## src/design/teletype_io_interface_core_defines.svh

```systemverilog
// ----------------------------------------------------------------------------
// teletype interface assertion macros
// shared assertion forms, clocked on clk and disabled while rst_n is low
// ----------------------------------------------------------------------------
`ifndef TELETYPE_IO_INTERFACE_CORE_DEFINES_SVH
`define TELETYPE_IO_INTERFACE_CORE_DEFINES_SVH

// consequent checked in the same cycle
`define TTY_ASSERT_NOW(lbl, ante, cons, msg) \
  lbl: assert property (@(posedge clk) disable iff (!rst_n) (ante) |-> (cons)) \
    else $error(msg);

// consequent checked from the next cycle on
`define TTY_ASSERT_NEXT(lbl, ante, cons, msg) \
  lbl: assert property (@(posedge clk) disable iff (!rst_n) (ante) |=> (cons)) \
    else $error(msg);

`endif

```

## src/design/tty_pkg.sv

```systemverilog
`timescale 1ns / 1ps
// ----------------------------------------------------------------------------
// tty_pkg
// types and codes shared by the teletype interface modules
// ----------------------------------------------------------------------------
package tty_pkg;

  // bus operations
  localparam logic [2:0] OP_READ    = 3'd0;
  localparam logic [2:0] OP_CONTROL = 3'd1;
  localparam logic [2:0] OP_SKIP    = 3'd2;
  localparam logic [2:0] OP_WRITE   = 3'd3;
  localparam logic [2:0] OP_MASK    = 3'd4;
  localparam logic [2:0] OP_EVENT   = 3'd5;
  localparam logic [2:0] OP_CLEAR   = 3'd6;

  // function field, instruction bits 8..6
  localparam logic [2:0] FN_0000 = 3'o0;
  localparam logic [2:0] FN_0100 = 3'o1;
  localparam logic [2:0] FN_0200 = 3'o2;
  localparam logic [2:0] FN_0400 = 3'o4;
  localparam logic [2:0] FN_0500 = 3'o5;

  // input read codes, instruction bits 8..0
  localparam logic [8:0] RD_FULL = 9'o004;
  localparam logic [8:0] RD_LOW6 = 9'o204;

  localparam logic [6:0] STOP_CHAR = 7'o023;

  // activity state
  localparam logic [1:0] ACT_NONE   = 2'd0;
  localparam logic [1:0] ACT_DUMMY  = 2'd1;
  localparam logic [1:0] ACT_OUTPUT = 2'd2;
  localparam logic [1:0] ACT_INPUT  = 2'd3;

  // timer event reasons
  localparam logic [1:0] WHY_DUMMY  = 2'd0;
  localparam logic [1:0] WHY_OUTPUT = 2'd1;
  localparam logic [1:0] WHY_INPUT  = 2'd2;

  // interrupt actions
  localparam logic [1:0] IRQ_NONE  = 2'd0;
  localparam logic [1:0] IRQ_SET   = 2'd1;
  localparam logic [1:0] IRQ_CLEAR = 2'd2;

  // configuration register indexes
  localparam logic CFG_CHAR_TIME  = 1'b0;
  localparam logic CFG_DUMMY_TIME = 1'b1;

  localparam logic [15:0] CHAR_TIME_RST  = 16'd1145;
  localparam logic [15:0] DUMMY_TIME_RST = 16'd104;

  typedef struct packed {
    logic [2:0]  operation;
    logic [9:0]  instruction;
    logic [15:0] write_data;
    logic [1:0]  event_reason;
    logic        char_valid;
    logic [7:0]  char_value;
  } in_word_t;

  typedef struct packed {
    logic        ready_status;
    logic [15:0] read_data;
    logic [1:0]  irq_action;
    logic        irq_mask_bit;
    logic        sched_valid;
    logic [1:0]  sched_reason;
    logic [15:0] sched_delay;
    logic        punch_valid;
    logic [15:0] punch_data;
    logic        char_taken;
    logic        illegal;
  } out_word_t;

  typedef struct packed {
    logic [15:0] char_time_us;
    logic [15:0] dummy_time_us;
  } cfg_t;

endpackage

```

## src/design/tty_cfg_regs.sv

```systemverilog
`timescale 1ns / 1ps
// ----------------------------------------------------------------------------
// tty_cfg_regs
// character and dummy cycle delay registers behind the write port
// ----------------------------------------------------------------------------
module tty_cfg_regs import tty_pkg::*; (
  input  logic        clk,
  input  logic        rst_n,
  input  logic        cfg_we,
  input  logic        cfg_index,
  input  logic [15:0] cfg_wdata,
  output cfg_t        cfg
);

  logic [15:0] char_time_r, char_time_nxt;
  logic [15:0] dummy_time_r, dummy_time_nxt;

  always_comb begin
    char_time_nxt  = char_time_r;
    dummy_time_nxt = dummy_time_r;
    if (cfg_we) begin
      case (cfg_index)
        CFG_CHAR_TIME:  char_time_nxt  = cfg_wdata;
        CFG_DUMMY_TIME: dummy_time_nxt = cfg_wdata;
        default: ;
      endcase
    end
  end

  always_ff @(posedge clk) begin
    if (!rst_n) begin
      char_time_r  <= CHAR_TIME_RST;
      dummy_time_r <= DUMMY_TIME_RST;
    end else begin
      char_time_r  <= char_time_nxt;
      dummy_time_r <= dummy_time_nxt;
    end
  end

  assign cfg.char_time_us  = char_time_r;
  assign cfg.dummy_time_us = dummy_time_r;

endmodule

```

## src/design/tty_exec.sv

```systemverilog
`timescale 1ns / 1ps
// ----------------------------------------------------------------------------
// tty_exec
// interface flags and buffer, one bus operation decoded and applied per cycle while exec_en is high
// ----------------------------------------------------------------------------
module tty_exec import tty_pkg::*; (
  input  logic      clk,
  input  logic      rst_n,
  input  logic      exec_en,
  input  in_word_t  item,
  input  cfg_t      cfg,
  output out_word_t res
);

  logic [15:0] buf_r, buf_nxt;
  logic        ready_r, ready_nxt;
  logic        in_wait_r, in_wait_nxt;
  logic        out_dir_r, out_dir_nxt;
  logic        out_wait_r, out_wait_nxt;
  logic [1:0]  act_r, act_nxt;
  logic        mask_r, mask_nxt;

  logic [2:0]  fn;
  logic [8:0]  rd_code;
  logic [15:0] wd;

  assign fn      = item.instruction[8:6];
  assign rd_code = item.instruction[8:0];
  assign wd      = item.write_data;

  always_comb begin
    buf_nxt      = buf_r;
    ready_nxt    = ready_r;
    in_wait_nxt  = in_wait_r;
    out_dir_nxt  = out_dir_r;
    out_wait_nxt = out_wait_r;
    act_nxt      = act_r;
    mask_nxt     = mask_r;
    res          = '0;

    case (item.operation)
      OP_READ: begin
        res.ready_status = ready_r;
        if (ready_r) begin
          if (rd_code == RD_FULL) begin
            res.read_data = buf_r;
          end else if (rd_code == RD_LOW6) begin
            res.read_data = {10'd0, buf_r[5:0]};
          end else begin
            res.illegal = 1'b1;
          end
          in_wait_nxt    = 1'b0;
          ready_nxt      = 1'b0;
          res.irq_action = IRQ_CLEAR;
        end else if (!in_wait_r && item.char_valid) begin
          buf_nxt          = {8'd0, item.char_value};
          act_nxt          = ACT_INPUT;
          in_wait_nxt      = 1'b1;
          res.char_taken   = 1'b1;
          res.sched_valid  = 1'b1;
          res.sched_reason = WHY_INPUT;
          res.sched_delay  = cfg.char_time_us;
        end
      end
      OP_CONTROL: begin
        res.ready_status = 1'b1;
        if (fn == FN_0000) begin
          out_dir_nxt    = 1'b0;
          act_nxt        = ACT_NONE;
          ready_nxt      = 1'b0;
          res.irq_action = IRQ_CLEAR;
        end else if (fn == FN_0100) begin
          out_dir_nxt      = 1'b1;
          act_nxt          = ACT_DUMMY;
          ready_nxt        = 1'b1;
          res.irq_action   = IRQ_SET;
          res.sched_valid  = 1'b1;
          res.sched_reason = WHY_DUMMY;
          res.sched_delay  = cfg.dummy_time_us;
        end else begin
          res.illegal = 1'b1;
        end
      end
      OP_SKIP: begin
        case (fn)
          FN_0000: res.ready_status = ready_r;
          FN_0100: res.ready_status = (act_r == ACT_NONE);
          FN_0400: res.ready_status = !(ready_r && mask_r);
          FN_0500: res.ready_status = !out_dir_r && ready_r && (buf_r[6:0] == STOP_CHAR);
          default: res.illegal = 1'b1;
        endcase
      end
      OP_WRITE: begin
        res.ready_status = ready_r;
        if (ready_r) begin
          if (fn == FN_0000) begin
            buf_nxt = wd;
          end else if (fn == FN_0200) begin
            buf_nxt = {8'd0, wd[7], ~wd[5], wd[5:0]};
          end else begin
            res.illegal = 1'b1;
          end
          ready_nxt      = 1'b0;
          res.irq_action = IRQ_CLEAR;
          if (act_r == ACT_DUMMY) begin
            out_wait_nxt = 1'b1;
          end else begin
            act_nxt          = ACT_OUTPUT;
            res.sched_valid  = 1'b1;
            res.sched_reason = WHY_OUTPUT;
            res.sched_delay  = cfg.char_time_us;
          end
        end
      end
      OP_MASK: begin
        res.ready_status = 1'b1;
        mask_nxt         = wd[5];
        res.irq_action   = (ready_r && wd[5]) ? IRQ_SET : IRQ_CLEAR;
      end
      OP_EVENT: begin
        case (item.event_reason)
          WHY_DUMMY: begin
            if (act_r == ACT_DUMMY) begin
              if (out_wait_r) begin
                act_nxt          = ACT_OUTPUT;
                out_wait_nxt     = 1'b0;
                res.sched_valid  = 1'b1;
                res.sched_reason = WHY_OUTPUT;
                res.sched_delay  = cfg.char_time_us;
              end else begin
                act_nxt = ACT_NONE;
              end
            end
          end
          WHY_OUTPUT: begin
            if (act_r == ACT_OUTPUT) begin
              act_nxt         = ACT_NONE;
              ready_nxt       = 1'b1;
              res.irq_action  = IRQ_SET;
              res.punch_valid = 1'b1;
              res.punch_data  = buf_r;
            end
          end
          WHY_INPUT: begin
            if (act_r == ACT_INPUT) begin
              act_nxt        = ACT_NONE;
              in_wait_nxt    = 1'b0;
              ready_nxt      = 1'b1;
              res.irq_action = IRQ_SET;
            end
          end
          default: res.illegal = 1'b1;
        endcase
      end
      OP_CLEAR: begin
        buf_nxt      = '0;
        ready_nxt    = 1'b0;
        in_wait_nxt  = 1'b0;
        out_dir_nxt  = 1'b0;
        out_wait_nxt = 1'b0;
        act_nxt      = ACT_NONE;
        mask_nxt     = 1'b0;
      end
      default: res.illegal = 1'b1;
    endcase

    res.irq_mask_bit = mask_nxt;
  end

  always_ff @(posedge clk) begin
    if (!rst_n) begin
      buf_r      <= '0;
      ready_r    <= 1'b0;
      in_wait_r  <= 1'b0;
      out_dir_r  <= 1'b0;
      out_wait_r <= 1'b0;
      act_r      <= ACT_NONE;
      mask_r     <= 1'b0;
    end else if (exec_en) begin
      buf_r      <= buf_nxt;
      ready_r    <= ready_nxt;
      in_wait_r  <= in_wait_nxt;
      out_dir_r  <= out_dir_nxt;
      out_wait_r <= out_wait_nxt;
      act_r      <= act_nxt;
      mask_r     <= mask_nxt;
    end
  end

endmodule

```

## src/design/teletype_io_interface_core.sv

```systemverilog
`timescale 1ns / 1ps
// a word taken into the input register shows on out_word with out_strobe from the result register
// throughput: one word per cycle; busy stays low, one input register and one result register
// rate is set by the single decode and update pass through the flag and buffer registers
// reset (rst_n low, synchronous) clears all flags, the buffer, the mask and both strobes
// and restores the character and dummy cycle delays to their defaults
// ----------------------------------------------------------------------------
// teletype_io_interface_core
// teletype interface on a 16-bit minicomputer i/o bus, top level
// ----------------------------------------------------------------------------
`include "teletype_io_interface_core_defines.svh"

module teletype_io_interface_core import tty_pkg::*; (
  input  logic        clk,
  input  logic        rst_n,
  input  logic        start,
  output logic        busy,
  input  in_word_t    in_word,
  output logic        out_strobe,
  output out_word_t   out_word,
  input  logic        cfg_we,
  input  logic        cfg_index,
  input  logic [15:0] cfg_wdata
);

  logic      in_vld_r;
  in_word_t  in_word_r;
  logic      out_strobe_r;
  out_word_t out_word_r;
  out_word_t res;
  cfg_t      cfg;

  assign busy = 1'b0;

  // input register
  always_ff @(posedge clk) begin
    if (!rst_n) begin
      in_vld_r <= 1'b0;
    end else begin
      in_vld_r <= start && !busy;
    end
  end

  always_ff @(posedge clk) begin
    if (start && !busy) begin
      in_word_r <= in_word;
    end
  end

  tty_cfg_regs u_cfg (
    .clk       (clk),
    .rst_n     (rst_n),
    .cfg_we    (cfg_we),
    .cfg_index (cfg_index),
    .cfg_wdata (cfg_wdata),
    .cfg       (cfg)
  );

  tty_exec u_exec (
    .clk     (clk),
    .rst_n   (rst_n),
    .exec_en (in_vld_r),
    .item    (in_word_r),
    .cfg     (cfg),
    .res     (res)
  );

  // result register
  always_ff @(posedge clk) begin
    if (!rst_n) begin
      out_strobe_r <= 1'b0;
    end else begin
      out_strobe_r <= in_vld_r;
    end
  end

  always_ff @(posedge clk) begin
    if (in_vld_r) begin
      out_word_r <= res;
    end
  end

  assign out_strobe = out_strobe_r;
  assign out_word   = out_word_r;

  `TTY_ASSERT_NEXT(a_word_to_strobe, start && !busy, ##1 out_strobe, "accepted word lost")
  `TTY_ASSERT_NOW(a_punch_irq, out_strobe && out_word.punch_valid, out_word.irq_action == IRQ_SET && !out_word.sched_valid, "punch without interrupt set")
  `TTY_ASSERT_NOW(a_char_sched, out_strobe && out_word.char_taken, out_word.sched_valid && out_word.sched_reason == WHY_INPUT && !out_word.ready_status, "taken character without input timer")

endmodule

```

## config.mk

```make
export PLATFORM = sky130hd
export DESIGN_NAME = teletype_io_interface_core
export DESIGN_NICKNAME = d
export VERILOG_FILES = /design/src/design/tty_pkg.sv /design/src/design/tty_cfg_regs.sv /design/src/design/tty_exec.sv /design/src/design/teletype_io_interface_core.sv
export VERILOG_INCLUDE_DIRS = /design/src /design/src/design
export SDC_FILE = /design/constraint.sdc
export NUM_CORES = 1
export LEC_CHECK = 0
export BUFFER_PORTS_ARGS = -buffer_cell sky130_fd_sc_hd__buf_2
export CAP_MARGIN = 20
export CORE_AREA = 2 2 116 118
export CTS_CLUSTER_SIZE = 28
export DETAILED_ROUTE_END_ITERATION = 10
export DIE_AREA = 0 0 118 120
export HOLD_SLACK_MARGIN = 0.1
export PLACE_DENSITY = 0.78
export SETUP_SLACK_MARGIN = 0.02
export SYNTH_ARGS = -nofsm -noshare
export SYNTH_HDL_FRONTEND = slang
export SYNTH_SLANG_ARGS = --single-unit
export TNS_END_PERCENT = 1
```

## constraint.sdc

```tcl
create_clock -name clk -period 2.85 [get_ports clk]
set_clock_uncertainty 0.05 [all_clocks]
set_input_delay 0.1425 -clock clk [delete_from_list [all_inputs] [get_ports clk]]
set_output_delay 0.1425 -clock clk [all_outputs]
set_load 0.03 [all_outputs]
```

==> reports/results.tsv <==
metric	value	unit
cts_hold_buf	57	
worstHoldStart	cfg_index	
vias	4910	
critical_path.reg2reg.startpoint	in_word_r[39]$_DFFE_PP_	
grt_first_pass_wirelength	23600	um
remaining_drc_errors	0	
cp_data_required_time	3.15	ns
final.setup.tns	0	ns
initial_core_util	0.489	
synth_cells	555	
worstReg2RegEnd	u_exec.buf_r[13]$_SDFFE_PN0P_	
antenna_left	0	
max_stage_delay	0.86	ns
grt_usage	0.217	
dp_hpwl	9290	um
routed_wire_length_per_instance	16.3	um
critical_path_class	flip-flop to flip-flop	
p_per_area	666	nW/um2
critPathLaunchType	flip-flop	
rsz0062_at_grt	no	
drv_slew	0	
drt-initial-drc-count	391	
port-buffer-count	118	
cts_resized	0	
io_pins	121	
grt_max_degree	66	
vdd_ir_drop_max	0.000390	V
ys_ff_latch	154	
setup_viol	0	
htreeDepth	4	
cp_slowest_cell	nor3_2	
p_leak	3.19	nW
wl	14900	um
rows	42	
finalHoldViolations	0	
cts_sinks	154	
synth_area	6350	um2
worst_skew_pair.late_latency	0.42	ns
die_w	118	um
synth_cell_type_count	61	
design.core.area	13000	um2
final_common_cell	buf_2	
via_per_inst	5.38	
n_antenna_cell	0	
cts-root-to-sink-buffers	2	
area_delta_synth_final	30.1	%
die_area	14200	um2
synth_edf_count	97	
die_h	120	um
cts-buffers-inserted	17	
max_freq	408	MHz
drv_cap	0	
path_clk_slew	0.06	ns
syn_area_per_cell	11.4	um2
critPathCaptureType	flip-flop	
hp-class	input port to flip-flop	
synth_flop_cell	edfxtp_1	
min_period_over_period	0.861	
cts_tree	done	
grt_pass1_vias	4844	
worstHoldPathCells	5	
status	finished, final reports clean	
cts-root-buf	clkbuf_16	
syn_nets	621	
slew_headroom	0.287	
antenna_found_initial	0	
layout-drive-gt1-share	0.247	
fin_cells	912	
gp_congestion	0.903	
crit_chain	and4b_4 -> a31oi_2 -> nor3_2 -> nand3_1 -> a21oi_1	
overflow	0	
final_nets	789	
synth_warnings	0	
synthArstFlopShare	0	
postCtsSetupBuffers	0	
dp_cells	823	
fin_crit	2.45	ns
layout_common_cells	buf_2, edfxtp_1, nand2_1	
hold_path_end	u_cfg.char_time_r[15]$_SDFFE_PN0P_	
reg2regPathDepth	5	
drtPass1Iterations	5	
tightest_slew	1.06	ns
r2r_slack	0.40	ns
crit_arrival	2.75	ns
path_max_fanout	18	
ys_seq_area_frac	0.639	
==> cell families (layout without fill, tap and decap cells) <==
logic type,after synthesis,after routing,synth area share
muxes,4,4,0.00651
other,1,1,0.000591
buffers and inverters,46,227,0.0361
AOI/OAI and AO/OA,114,114,0.125
xor gates and xnor gates,1,1,0.00138
adders and majority gates,5,5,0.0110
DFF,154,154,0.639
and+or+nand+nor,230,230,0.181
==> power breakdown <==
group          internal (mW)  switching, mW  total (mW)
clock network           1.56          0.882        2.44
registers               2.48         0.0737        2.56
logic                  0.201          0.302       0.503
total                   4.24           1.26        5.50
==> state kept, by name (all words and copies together) (netlist names), 2 cells and up <==
| register | count |
|---|---|
| u_cfg.dummy_time_r | 16 |
| u_exec.buf_r | 16 |
| u_exec.act_r | 2 |
| in_word_r | 39 |
| u_cfg.char_time_r | 16 |
| out_word | 58 |
==> stage by stage <==
| stage | power [mW] | util | instance area (um2) | setup slack, ns | hold slack, ns |
|---|---|---|---|---|---|
| global placement | 3.02 | 0.542 | 7040 | 0.514 | 0.270 |
| floorplan | 2.88 | - | 6350 | 0.601 | 0.191 |
| global route | 5.68 | 0.636 | 8260 | 0.209 | 0.187 |
| finish | 5.50 | 0.636 | 8260 | 0.397 | 0.182 |
| CTS | 5.52 | 0.636 | 8260 | 0.393 | 0.165 |
| detailed placement | 3.03 | 0.542 | 7040 | 0.374 | 0.271 |
==> synth_stat cells (4+ instances only) <==
| cell type | instances | area [um2] |
|---|---|---|
| a21oi_1 | 39 | 195 |
| a221oi_1 | 5 | 43.8 |
| a22o_1 | 7 | 61.3 |
| a22oi_1 | 11 | 82.6 |
| a22oi_2 | 8 | 100 |
| a31oi_1 | 4 | 25.0 |
| and2_1 | 36 | 225 |
| buf_4 | 4 | 30.0 |
| buf_6 | 5 | 56.3 |
| clkbuf_1 | 22 | 82.6 |
| dfxtp_1 | 57 | 1140 |
| edfxtp_1 | 97 | 2910 |
| ha_1 | 4 | 50.1 |
| inv_1 | 10 | 37.5 |
| nand2_1 | 88 | 330 |
| nand2b_1 | 5 | 31.3 |
| nand3_1 | 19 | 95.1 |
| nor2_1 | 43 | 161 |
| nor3_1 | 9 | 45.0 |
| nor3_2 | 5 | 50.1 |
| o21ai_0 | 14 | 70.1 |
| o22ai_1 | 4 | 25.0 |
==> area by class of cell <==
| cell class | count | area, um2 |
|---|---|---|
| multi-input cells | 355 | 2060 |
| clock buffers | 18 | 429 |
| flip-flops and latches | 154 | 4060 |
| fillers | 933 | 4720 |
| repair buffers | 184 | 1230 |
| well taps | 176 | 220 |
| inverters | 11 | 41.3 |
| clock inverters | 14 | 218 |
==> layer usage <==
layer,wire (um),part of all wire,track usage,vias up
met5,0,0,0,-
met4,368,0.025,0.0934,0
met3,967,0.065,0.0618,32
met2,7690,0.52,0.381,228
met1,5850,0.39,0.247,2324
li1,-,-,-,2326
==> how the worst max path moves through the flow <==
| stage | from | endpoint | slack, ns | cells after the start |
|---|---|---|---|---|
| after floorplan | in_vld_r$_SDFF_PN0_ | u_exec.buf_r[5]$_SDFFE_PN0P_ | 0.60 | 6 |
| after global placement | in_word_r[39]$_DFFE_PP_ | u_exec.buf_r[6]$_SDFFE_PN0P_ | 0.51 | 5 |
| after detailed placement | in_word_r[39]$_DFFE_PP_ | u_exec.buf_r[13]$_SDFFE_PN0P_ | 0.37 | 5 |
| after CTS | in_word_r[39]$_DFFE_PP_ | u_exec.buf_r[13]$_SDFFE_PN0P_ | 0.39 | 5 |
| after global routing | in_word_r[39]$_DFFE_PP_ | u_exec.buf_r[11]$_SDFFE_PN0P_ | 0.21 | 5 |
| final | in_word_r[39]$_DFFE_PP_ | u_exec.buf_r[13]$_SDFFE_PN0P_ | 0.40 | 5 |
==> worst max-delay path: cells and delay by family (launching register included) <==
family,cells,cell delay [ns]
AO/OA/AOI/OAI,2,0.25
AND/OR/NAND/NOR,3,1.48
flip-flops,1,0.60
No activity file was read; power rests on OpenSTA's default activity.
